$ cat src/rtl/core/bmpw_pkg.sv
package bmpw_pkg;

	// Datapath operations, one per microcode step
	localparam logic [2:0] OP_WAIT   = 3'd0;
	localparam logic [2:0] OP_STRIDE = 3'd1;
	localparam logic [2:0] OP_ISIZE  = 3'd2;
	localparam logic [2:0] OP_FSIZE  = 3'd3;
	localparam logic [2:0] OP_HDR    = 3'd4;
	localparam logic [2:0] OP_PIX    = 3'd5;
	localparam logic [2:0] OP_PAD    = 3'd6;
	localparam logic [2:0] OP_NOP    = 3'd7;

	// Header half-word sources
	localparam logic [3:0] F_ZERO   = 4'd0;
	localparam logic [3:0] F_FS_LO  = 4'd1;
	localparam logic [3:0] F_FS_HI  = 4'd2;
	localparam logic [3:0] F_OFF    = 4'd3;
	localparam logic [3:0] F_DIB    = 4'd4;
	localparam logic [3:0] F_W      = 4'd5;
	localparam logic [3:0] F_H      = 4'd6;
	localparam logic [3:0] F_BPP    = 4'd7;
	localparam logic [3:0] F_COMP   = 4'd8;
	localparam logic [3:0] F_ISZ_LO = 4'd9;
	localparam logic [3:0] F_ISZ_HI = 4'd10;

	// Configuration register indexes
	localparam logic [1:0] REG_HEADER_VERSION = 2'd0;
	localparam logic [1:0] REG_IMAGE_WIDTH    = 2'd1;
	localparam logic [1:0] REG_IMAGE_HEIGHT   = 2'd2;

	localparam int CfgDataW = 13;

	// Decoded control for the current step
	typedef struct packed {
		logic [2:0]  op;
		logic [3:0]  lo_sel;
		logic [3:0]  hi_sel;
		logic [31:0] konst;
		logic        hdr_end;
		logic        go;
	} ctrl_t;

	// Datapath status fed back to the sequencer
	typedef struct packed {
		logic frame_open;
		logic pix_pad;
	} stat_t;

	// One result item
	typedef struct packed {
		logic        valid;
		logic [31:0] word;
		logic [2:0]  count;
		logic        last;
		logic        eof;
	} emit_t;

endpackage

$ cat src/rtl/core/bmpw_sequencer.sv
module bmpw_sequencer
	import bmpw_pkg::*;
(
	input  logic       clk,
	input  logic       arst_n,
	input  logic       s_valid,
	input  logic       s_func,
	input  logic [1:0] ver,
	input  logic       out_free,
	input  stat_t      stat,
	output ctrl_t      ctrl,
	output logic       s_ready
);

	localparam int PCW = 6;
	localparam logic [PCW-1:0] PC_WAIT   = 6'd0;
	localparam logic [PCW-1:0] PC_STRIDE = 6'd1;
	localparam logic [PCW-1:0] PC_ISIZE  = 6'd2;
	localparam logic [PCW-1:0] PC_FSIZE  = 6'd3;
	localparam logic [PCW-1:0] PC_HDR0   = 6'd4;
	localparam logic [PCW-1:0] PC_PIX    = 6'd39;
	localparam logic [PCW-1:0] PC_PAD    = 6'd40;
	localparam logic [PCW-1:0] PC_LAST   = 6'd40;

	localparam logic [2:0] C_NEXT    = 3'd0;
	localparam logic [2:0] C_GOTO    = 3'd1;
	localparam logic [2:0] C_HDR_END = 3'd2;
	localparam logic [2:0] C_NO_PAD  = 3'd3;
	localparam logic [2:0] C_ITEM    = 3'd4;

	typedef struct packed {
		logic [2:0]     op;
		logic [2:0]     cond;
		logic [PCW-1:0] target;
		logic [3:0]     lo_sel;
		logic [3:0]     hi_sel;
		logic [31:0]    konst;
		logic [3:0]     end_mask;
	} uword_t;

	// Control store: bookkeeping steps, then one step per 32-bit header word,
	// then the pixel and padding steps
	function automatic uword_t rom(input logic [PCW-1:0] step);
		uword_t uw;
		uw = '{op: OP_HDR, cond: C_NEXT, target: PC_WAIT, lo_sel: F_ZERO,
			hi_sel: F_ZERO, konst: 32'h0, end_mask: 4'b0000};
		case (step)
			PC_WAIT: begin
				uw.op = OP_WAIT; uw.cond = C_ITEM; uw.target = PC_PIX;
			end
			PC_STRIDE: uw.op = OP_STRIDE;
			PC_ISIZE:  uw.op = OP_ISIZE;
			PC_FSIZE:  uw.op = OP_FSIZE;
			PC_HDR0 + 6'd0: begin
				uw.konst = 32'h0000_4d42; uw.hi_sel = F_FS_LO;
			end
			PC_HDR0 + 6'd1: uw.lo_sel = F_FS_HI;
			PC_HDR0 + 6'd2: uw.hi_sel = F_OFF;
			PC_HDR0 + 6'd3: uw.hi_sel = F_DIB;
			PC_HDR0 + 6'd4: uw.hi_sel = F_W;
			PC_HDR0 + 6'd5: uw.hi_sel = F_H;
			PC_HDR0 + 6'd6: uw.konst = 32'h0001_0000;
			PC_HDR0 + 6'd7: begin
				uw.lo_sel = F_BPP; uw.hi_sel = F_COMP;
			end
			PC_HDR0 + 6'd8: uw.hi_sel = F_ISZ_LO;
			PC_HDR0 + 6'd9: uw.lo_sel = F_ISZ_HI;
			PC_HDR0 + 6'd13: begin
				uw.cond = C_HDR_END; uw.end_mask = 4'b0001;
			end
			PC_HDR0 + 6'd14: uw.konst = 32'hff00_00ff;
			PC_HDR0 + 6'd15: uw.konst = 32'h00ff_0000;
			PC_HDR0 + 6'd17: begin
				uw.konst = 32'h0000_ff00; uw.cond = C_HDR_END; uw.end_mask = 4'b0010;
			end
			PC_HDR0 + 6'd30: begin
				uw.konst = 32'h0004_0000; uw.cond = C_HDR_END; uw.end_mask = 4'b0100;
			end
			PC_HDR0 + 6'd34: begin
				uw.cond = C_HDR_END; uw.end_mask = 4'b1111;
			end
			PC_PIX: begin
				uw.op = OP_PIX; uw.cond = C_NO_PAD;
			end
			PC_PAD: begin
				uw.op = OP_PAD; uw.cond = C_GOTO;
			end
			default: ;
		endcase
		if (step > PC_LAST) begin
			uw.op = OP_NOP; uw.cond = C_GOTO; uw.target = PC_WAIT;
		end
		return uw;
	endfunction

	logic [PCW-1:0] pc_q;
	logic [PCW-1:0] pc_nx;
	uword_t         uw;
	logic           emits;
	logic           go;
	logic           hdr_end;

	assign uw      = rom(pc_q);
	assign hdr_end = uw.end_mask[ver];
	assign emits   = (uw.op == OP_HDR) || (uw.op == OP_PIX) || (uw.op == OP_PAD);
	assign go      = (uw.op == OP_WAIT) ? s_valid : (emits ? out_free : 1'b1);
	assign s_ready = (uw.op == OP_WAIT);

	assign ctrl = '{op: uw.op, lo_sel: uw.lo_sel, hi_sel: uw.hi_sel, konst: uw.konst,
		hdr_end: hdr_end, go: go};

	always_comb begin
		pc_nx = pc_q;
		if (go) begin
			unique case (uw.cond)
				C_NEXT:    pc_nx = pc_q + PCW'(1);
				C_GOTO:    pc_nx = uw.target;
				C_HDR_END: pc_nx = hdr_end ? uw.target : pc_q + PCW'(1);
				C_NO_PAD:  pc_nx = stat.pix_pad ? pc_q + PCW'(1) : uw.target;
				C_ITEM: begin
					if (!s_func) begin
						pc_nx = pc_q + PCW'(1);
					end else if (stat.frame_open) begin
						pc_nx = uw.target;
					end
				end
				default:   pc_nx = PC_WAIT;
			endcase
		end
	end

	always_ff @(posedge clk or negedge arst_n) begin
		if (!arst_n) begin
			pc_q <= PC_WAIT;
		end else begin
			pc_q <= pc_nx;
		end
	end

endmodule

$ cat src/rtl/core/bmpw_datapath.sv
module bmpw_datapath
	import bmpw_pkg::*;
#(
	parameter int MAX_WIDTH  = 4096,
	parameter int MAX_HEIGHT = 4096
) (
	input  logic                clk,
	input  logic                arst_n,
	input  ctrl_t               ctrl,
	input  logic [1:0]          ver,
	input  logic [CfgDataW-1:0] width_reg,
	input  logic [CfgDataW-1:0] height_reg,
	input  logic [31:0]         pix_in,
	output stat_t               stat,
	output emit_t               emit
);

	localparam int WW = $clog2(MAX_WIDTH + 1);
	localparam int HW = $clog2(MAX_HEIGHT + 1);
	localparam int SW = WW + 2;

	function automatic logic [7:0] dib_bytes(input logic [1:0] v);
		logic [7:0] d;
		case (v)
			2'd0:    d = 8'd40;
			2'd1:    d = 8'd56;
			2'd2:    d = 8'd108;
			default: d = 8'd124;
		endcase
		return d;
	endfunction

	logic [WW-1:0] eff_w;
	logic [HW-1:0] eff_h;
	logic [15:0]   ew16;
	logic [15:0]   eh16;
	logic          is24;
	logic [7:0]    dib;
	logic [7:0]    off;
	logic [1:0]    pad;

	logic [12:0]   col_q;
	logic [12:0]   row_q;
	logic          open_q;
	logic          eof_q;
	logic [SW-1:0] stride_q;
	logic [31:0]   isz_q;
	logic [31:0]   fsize_q;
	logic [31:0]   pix_q;

	logic [SW-1:0] prod;
	logic [SW-1:0] psum;
	logic [12:0]   col_inc;
	logic [12:0]   row_inc;
	logic          row_end;
	logic          frame_end;
	logic          pix_pad;
	logic          fire;
	logic [31:0]   hdr_word;

	// Zero reads as one, anything above the maximum saturates
	always_comb begin
		if (width_reg == '0) begin
			eff_w = WW'(1);
		end else if (32'(width_reg) > 32'(MAX_WIDTH)) begin
			eff_w = WW'(MAX_WIDTH);
		end else begin
			eff_w = WW'(width_reg);
		end
		if (height_reg == '0) begin
			eff_h = HW'(1);
		end else if (32'(height_reg) > 32'(MAX_HEIGHT)) begin
			eff_h = HW'(MAX_HEIGHT);
		end else begin
			eff_h = HW'(height_reg);
		end
	end

	assign ew16 = 16'(eff_w);
	assign eh16 = 16'(eff_h);
	assign is24 = (ver == 2'd0);
	assign dib  = dib_bytes(ver);
	assign off  = dib + 8'd14;
	// 3 bytes per pixel leaves width mod 4 bytes of padding, 4 bytes none
	assign pad  = is24 ? ew16[1:0] : 2'd0;

	assign prod = is24 ? (SW'(eff_w) + (SW'(eff_w) << 1)) : (SW'(eff_w) << 2);
	assign psum = prod + SW'(3);

	assign col_inc   = col_q + 13'd1;
	assign row_inc   = row_q + 13'd1;
	assign row_end   = (col_inc == '0) || (16'(col_inc) >= ew16);
	assign frame_end = row_end && ((row_inc == '0) || (16'(row_inc) >= eh16));
	assign pix_pad   = row_end && (pad != 2'd0);

	assign stat = '{frame_open: open_q, pix_pad: pix_pad};
	assign fire = ctrl.go;

	function automatic logic [15:0] field(input logic [3:0] sel, input logic [31:0] fs,
		input logic [31:0] isz, input logic [7:0] o, input logic [7:0] d,
		input logic [15:0] w, input logic [15:0] h, input logic v24);
		logic [15:0] f;
		case (sel)
			F_FS_LO:  f = fs[15:0];
			F_FS_HI:  f = fs[31:16];
			F_OFF:    f = 16'(o);
			F_DIB:    f = 16'(d);
			F_W:      f = w;
			F_H:      f = h;
			F_BPP:    f = v24 ? 16'd24 : 16'd32;
			F_COMP:   f = v24 ? 16'd0 : 16'd3;
			F_ISZ_LO: f = isz[15:0];
			F_ISZ_HI: f = isz[31:16];
			default:  f = 16'd0;
		endcase
		return f;
	endfunction

	assign hdr_word = (ctrl.konst
		| {field(ctrl.hi_sel, fsize_q, isz_q, off, dib, ew16, eh16, is24),
		   field(ctrl.lo_sel, fsize_q, isz_q, off, dib, ew16, eh16, is24)})
		& (ctrl.hdr_end ? 32'h0000_ffff : 32'hffff_ffff);

	always_comb begin
		emit = '{valid: 1'b0, word: 32'h0, count: 3'd0, last: 1'b0, eof: 1'b0};
		unique case (ctrl.op)
			OP_HDR: begin
				emit.valid = fire;
				emit.word  = hdr_word;
				emit.count = ctrl.hdr_end ? 3'd2 : 3'd4;
				emit.last  = ctrl.hdr_end;
			end
			OP_PIX: begin
				emit.valid = fire;
				emit.word  = is24 ? {8'h00, pix_q[7:0], pix_q[15:8], pix_q[23:16]}
					: {pix_q[31:24], pix_q[7:0], pix_q[15:8], pix_q[23:16]};
				emit.count = is24 ? 3'd3 : 3'd4;
				emit.last  = !pix_pad;
				emit.eof   = frame_end && !pix_pad;
			end
			OP_PAD: begin
				emit.valid = fire;
				emit.count = {1'b0, pad};
				emit.last  = 1'b1;
				emit.eof   = eof_q;
			end
			default: ;
		endcase
	end

	// Frame counters
	always_ff @(posedge clk or negedge arst_n) begin
		if (!arst_n) begin
			col_q  <= '0;
			row_q  <= '0;
			open_q <= 1'b0;
			eof_q  <= 1'b0;
		end else if (fire) begin
			if (ctrl.op == OP_STRIDE) begin
				col_q  <= '0;
				row_q  <= '0;
				open_q <= 1'b1;
			end else if (ctrl.op == OP_PIX) begin
				eof_q <= frame_end;
				if (row_end) begin
					col_q <= '0;
					row_q <= frame_end ? 13'd0 : row_inc;
					if (frame_end) begin
						open_q <= 1'b0;
					end
				end else begin
					col_q <= col_inc;
				end
			end
		end
	end

	// Geometry and pixel payload
	always_ff @(posedge clk) begin
		if (fire) begin
			case (ctrl.op)
				OP_WAIT:   pix_q    <= pix_in;
				OP_STRIDE: stride_q <= {psum[SW-1:2], 2'b00};
				OP_ISIZE:  isz_q    <= 32'(stride_q) * 32'(eh16);
				OP_FSIZE:  fsize_q  <= isz_q + 32'(off);
				default: ;
			endcase
		end
	end

endmodule

$ cat src/rtl/core/bmp_file_stream_writer_core.sv
// BMP file stream writer, microcoded.
// Start item: take, stride, isize, fsize steps, then one header word a cycle unless stalled:
//   14, 18, 31 or 35 words for header versions 0 to 3 (set by end marks in the control store).
// Pixel item: take, emit and, at a padded row end, pad steps; one output register.
// Output stalls hold the sequencer on its current emit step.
// Reset (arst_n low, asynchronous): no frame open, counters zero, version 0, width and height 1.
module bmp_file_stream_writer_core
	import bmpw_pkg::*;
#(
	parameter int MAX_WIDTH  = 4096,
	parameter int MAX_HEIGHT = 4096
) (
	input  logic                clk,
	input  logic                arst_n,
	// Pixel / command stream
	input  logic                s_tvalid,
	output logic                s_tready,
	input  logic [31:0]         s_tdata,   // red[7:0], green[15:8], blue[23:16], alpha[31:24]
	input  logic                s_tuser,   // func: 0 start frame, 1 pixel
	// File byte stream
	output logic                m_tvalid,
	input  logic                m_tready,
	output logic [39:0]         m_tdata,   // out_word[31:0], byte_count[34:32], zero[39:35]
	output logic                m_tlast,
	output logic                m_tuser,   // end_of_frame
	// Register writes
	input  logic                cfg_valid,
	output logic                cfg_ready,
	input  logic [1:0]          cfg_index,
	input  logic [CfgDataW-1:0] cfg_data
);

	logic [1:0]          ver_q;
	logic [CfgDataW-1:0] width_q;
	logic [CfgDataW-1:0] height_q;

	logic                m_valid_q;
	logic [31:0]         m_word_q;
	logic [2:0]          m_count_q;
	logic                m_last_q;
	logic                m_eof_q;

	ctrl_t               ctrl;
	stat_t               stat;
	emit_t               emit;
	logic                out_free;

	// Registers are always writable; user writes must come only while the block is idle, unchecked
	assign cfg_ready = 1'b1;

	always_ff @(posedge clk or negedge arst_n) begin
		if (!arst_n) begin
			ver_q    <= 2'd0;
			width_q  <= CfgDataW'(1);
			height_q <= CfgDataW'(1);
		end else if (cfg_valid) begin
			unique case (cfg_index)
				REG_HEADER_VERSION: ver_q    <= cfg_data[1:0];
				REG_IMAGE_WIDTH:    width_q  <= cfg_data;
				REG_IMAGE_HEIGHT:   height_q <= cfg_data;
				default: ;
			endcase
		end
	end

	// The output register is free when empty or being drained this cycle
	assign out_free = !m_valid_q || m_tready;

	bmpw_sequencer u_seq (
		.clk      (clk),
		.arst_n   (arst_n),
		.s_valid  (s_tvalid),
		.s_func   (s_tuser),
		.ver      (ver_q),
		.out_free (out_free),
		.stat     (stat),
		.ctrl     (ctrl),
		.s_ready  (s_tready)
	);

	bmpw_datapath #(
		.MAX_WIDTH  (MAX_WIDTH),
		.MAX_HEIGHT (MAX_HEIGHT)
	) u_dp (
		.clk        (clk),
		.arst_n     (arst_n),
		.ctrl       (ctrl),
		.ver        (ver_q),
		.width_reg  (width_q),
		.height_reg (height_q),
		.pix_in     (s_tdata),
		.stat       (stat),
		.emit       (emit)
	);

	// Output item register: load on an emit step, drop the valid once taken
	always_ff @(posedge clk or negedge arst_n) begin
		if (!arst_n) begin
			m_valid_q <= 1'b0;
		end else if (emit.valid) begin
			m_valid_q <= 1'b1;
		end else if (m_tready) begin
			m_valid_q <= 1'b0;
		end
	end

	always_ff @(posedge clk) begin
		if (emit.valid) begin
			m_word_q  <= emit.word;
			m_count_q <= emit.count;
			m_last_q  <= emit.last;
			m_eof_q   <= emit.eof;
		end
	end

	assign m_tvalid = m_valid_q;
	assign m_tdata  = {5'b00000, m_count_q, m_word_q};
	assign m_tlast  = m_last_q;
	assign m_tuser  = m_eof_q;

endmodule
$ cat config.mk
export PLATFORM = sky130hd
export DESIGN_NAME = bmp_file_stream_writer_core
export DESIGN_NICKNAME = d
export VERILOG_FILES = /design/src/rtl/core/bmpw_pkg.sv /design/src/rtl/core/bmpw_sequencer.sv /design/src/rtl/core/bmpw_datapath.sv /design/src/rtl/core/bmp_file_stream_writer_core.sv
export SDC_FILE = /design/constraint.sdc
export NUM_CORES = 1
export LEC_CHECK = 0
export ABC_AREA = 1
export BUFFER_PORTS_ARGS = -buffer_cell sky130_fd_sc_hd__buf_2
export CAP_MARGIN = 15
export CORE_AREA = 2 2 182 184
export CTS_CLUSTER_DIAMETER = 80
export DETAILED_ROUTE_END_ITERATION = 16
export DIE_AREA = 0 0 184 186
export PLACE_DENSITY = 0.75
export RECOVER_POWER = 100
export SLEW_MARGIN = 20
export SYNTH_ARGS = -nofsm -noshare
export SYNTH_HDL_FRONTEND = slang
export SYNTH_SLANG_ARGS = --single-unit
export TNS_END_PERCENT = 20
$ cat constraint.sdc
create_clock -name clk -period 18.2 [get_ports clk]
set_input_delay 0.91 -clock clk [delete_from_list [all_inputs] [get_ports clk]]
set_output_delay 0.91 -clock clk [all_outputs]
set_load 0.01 [all_outputs]
==> metrics list <==
- Status: complete, but fails checks
* Number of pins with negative max-slew slack in the final report: 152
* Worst Path Max Fanout: 18
* Peak clock frequency supported by timing: 149 MHz
- Post-placement cell count: 2657
* Post-CTS Resized: 0
- Cell type with the highest occurrence count on the critical path: inv_1
* Number of antenna diodes: 0
* Total power draw: 3.89 mW
* Worst Path Arrival: 6920 ps
- Post-detail-place hpwl: 36.2 mm
* Number of antenna violations at the first check in global routing: 0
- Power per Cell Area: 207 nW/um^2
- Compared with the post-synthesis result, the final layout area differs by 6.88%.
- In this run the worst hold path is classified as reg2reg.
- Horizontal die dimension: 184 um
* Total number of yosys warnings: 0
* Share of layout cells above drive strength 1: 0.0530
* Number of fill cells: 2890
- Tightest Pin Transition: 3520 ps
- In this design, the stage delay of the slowest critical-path cell is 630 ps.
- Vias in the first global route: 14700
* Vias per cell: 5.54
- Clock edge transition at the registers on the reported setup and hold paths: 80 ps
- Postcts setup bufs: 0
- Total standard cell area after synthesis: 17600 sq um
- The floorplan step defined a core boundary enclosing 32200 sq um.
- Post-layout net count: 2576
- Setup repair after global routing missed its margin: no
- Ranked by total cell area, the synthesized netlist is headed by edfxtp_1, fa_1, nand2_1.
- Pin count of the biggest net entering global routing: 64
- In the final timing run, aggregate negative setup slack is 0 ps.
* Synthesized netlist cell count: 2199
* Top delay family on crit path: adder cells
- For this run the aggregate overflow at the end of global routing stands at 0.
* Sequential cell area in the final layout: 5630 sq um
* Final Worst Setup Slack: 11500 ps
- Register bit count reported by yosys: 198
- Counting flops with a built-in enable in the synthesized netlist gives 135.
* Sum of buffers and inverters on the critical path: 7
- Multi-input combinational cell area: 10100 sq um
* Final worst path period need: 6700 ps
- Routed WL per cell: 17.1 um
- Row count: 66
* Length of the first detailed-routing pass in iterations: 6
* Final instance count without filler cells: 2690
- Share of synthesized registers carrying an async set or reset: 0.318
- Die Outline Area: 34200 sq um
- Once detail routing completed, the nets flagged for antenna violations numbered 0.
- The most used flip-flop cell after synthesis is edfxtp_1.
* Most common library cell in the layout ignoring fill and taps: nand2_1
* Sequence of cells on the critical path: inv_1, a21oi_1, nor2_1, clkinv_1, nor2_1, fa_1, fa_1, inv_1, fa_1, inv_1, fa_1, inv_1, fa_1, inv_1, ha_1, nand2_1, inv_1, nand3_1, nor2_1, nand4_1, nand3_1, a31oi_1, xor2_1
- Register area share after synthesis: 0.320
* Hold-fix buffer count after cts: 0
* Max stage delay cell, worst path: nor2_1
- For this configuration, the core starts out at a cell density of 0.546.
- The detailed router finished its first iteration with 1312 violations.
- For the worst setup path, the data required time is 18420 ps.
- In the routed design, unresolved DRC markers number 0.
- Number of top-level pins: 98
- Violations in the final reports: capacitance limit, slew limit
* Largest area contributor in the netlist: edfxtp_1
- Clock sink count: 198
- Number of setup violations in the final report: 0
* Type of the setup path with the least slack: reg2reg
- Final wirelength: 45.9 mm
- Die Span Y: 186 um
- Of the available clock period, the critical path in the final layout requires 0.368.
* Setup WS pre-CTS: 11590 ps
- The average instance in the mapped netlist occupies 8.00 sq um.
* Distinct cell type count of the synthesized netlist: 55
* CP Capture Type: flop
- Share of the synthesized area in the top cell type: 0.230
- For this run, the total global-route usage over all layers was measured as 0.283.
- TritonCTS built the clock tree.
- The final hold violation count came to 0.
- Remaining max-slew budget at the tightest pin: -1.34
- Counting along the longest clock path gives a buffer depth of 2.
- Via count: 14900
- Clock latency at the later pin of the worst-skew pair: 470 ps
- IO Port Bufs: 91
- The congestion estimate from routability-driven global placement came to 0.934.
- STA classifies the critical path startpoint as a flop.
* Leakage power: 9.46 nW
- Total number of H-tree levels: 4
* TritonCTS buffer count: 17
- CTS Root Cell: clkbuf_16
- Max-capacitance violation count: 5
- Across the VDD grid, the largest voltage drop is 0.304 mV.
- Clock Skews: 13.7 ps
- Leaving out fill and tap cells, the most frequent cells in the layout are nand2_1, inv_1, nor2_1.
- The first global-routing pass estimated 75.2 mm of wire.
## path summary, 6_finish.rpt
path                       slack (ps)                        end                      from  cells after the start
max in group asynchronous       14470  u_dp.row_q[4]$_DFFE_PN0P_                    arst_n                      2
min in group asynchronous        1730  u_dp.col_q[5]$_DFFE_PN0P_                    arst_n                      2
min reg2reg                       480    u_dp.open_q$_DFFE_PN0P_   u_dp.open_q$_DFFE_PN0P_                      2
min                               480    u_dp.open_q$_DFFE_PN0P_   u_dp.open_q$_DFFE_PN0P_                      2
max                             11500   u_dp.isz_q[25]$_DFFE_PP_  height_q[12]$_DFFE_PN0P_                     23
max reg2reg                     11500   u_dp.isz_q[25]$_DFFE_PP_  height_q[12]$_DFFE_PN0P_                     23
## cells by family (layout without fill, tap and decap cells)
logic type,Yosys count,after routing,synth area share
AND/OR/NAND/NOR,1037,1037,0.252
buffers and inverters,452,531,0.101
flip-flops,198,198,0.320
other,2,6,0.000427
XOR/XNOR,55,55,0.0274
adder cells (fa/ha/maj),254,254,0.233
AO/OA/AOI/OAI,201,201,0.0666
## power breakdown
group | switching [mW] | total (mW) | internal [mW]
Combinational | 1.68 | 2.56 | 0.877
Sequential | 0.145 | 0.943 | 0.798
Clock | 0.194 | 0.390 | 0.196
## flip-flops by register name (all words and copies together), names as in the netlist, 2 cells and up
name,flops
height_q,13
m_count_q,3
m_word_q,32
u_dp.col_q,13
u_dp.fsize_q,27
u_dp.isz_q,26
u_dp.pix_q,32
u_dp.row_q,13
u_dp.stride_q,13
u_seq.pc_q,6
ver_q,2
width_q,13
## worst register-to-register path, delay by kind of cell (launching register included)
family / cells / cell delay (ps)
adder cells (fa/ha/maj): 6 / 2950
AND/OR/NAND/NOR: 7 / 1480
buffers and inverters: 7 / 1020
flip-flops: 1 / 620
AO/OA/AOI/OAI: 2 / 240
XOR/XNOR: 1 / 150
## synth_stat cells (18+ instances only)
library cell	number
nand3_1	149
nor3_1	18
ha_1	131
xor2_1	41
dfrtp_1	61
clkbuf_1	24
fa_1	123
o21ai_0	79
nand2_1	578
edfxtp_1	135
a21oi_1	52
inv_1	385
nor2_1	205
nand4_1	36
## metal layers
layer  global-route usage  up-vias  wire length, um
met2                0.460      596            21300
met5                    0        -                0
met4                0.109        0             1590
met3               0.0493      121             3430
met1                0.379     7108            19600
li1                     -     7086                -
## through the flow
step / hold WS (ps) / area, sq um / util
finish: 480 / 18800 / 0.584
detailed placement: 461 / 18400 / 0.571
global route: 524 / 18800 / 0.584
CTS: 480 / 19000 / 0.589
global placement: 460 / 18400 / 0.571
floorplan: 441 / 17600 / -
## final cells by class
class	count	share of cell area
Timing Repair Buffer	97	0.0230
Multi-Input combinational cell	1553	0.538
Sequential cell	198	0.300
Clock buffer	18	0.0228
Inverter	402	0.0805
Tap cell	408	0.0271
Clock inverter	14	0.00865
Note: power is estimated with default switching activity, not from simulation.
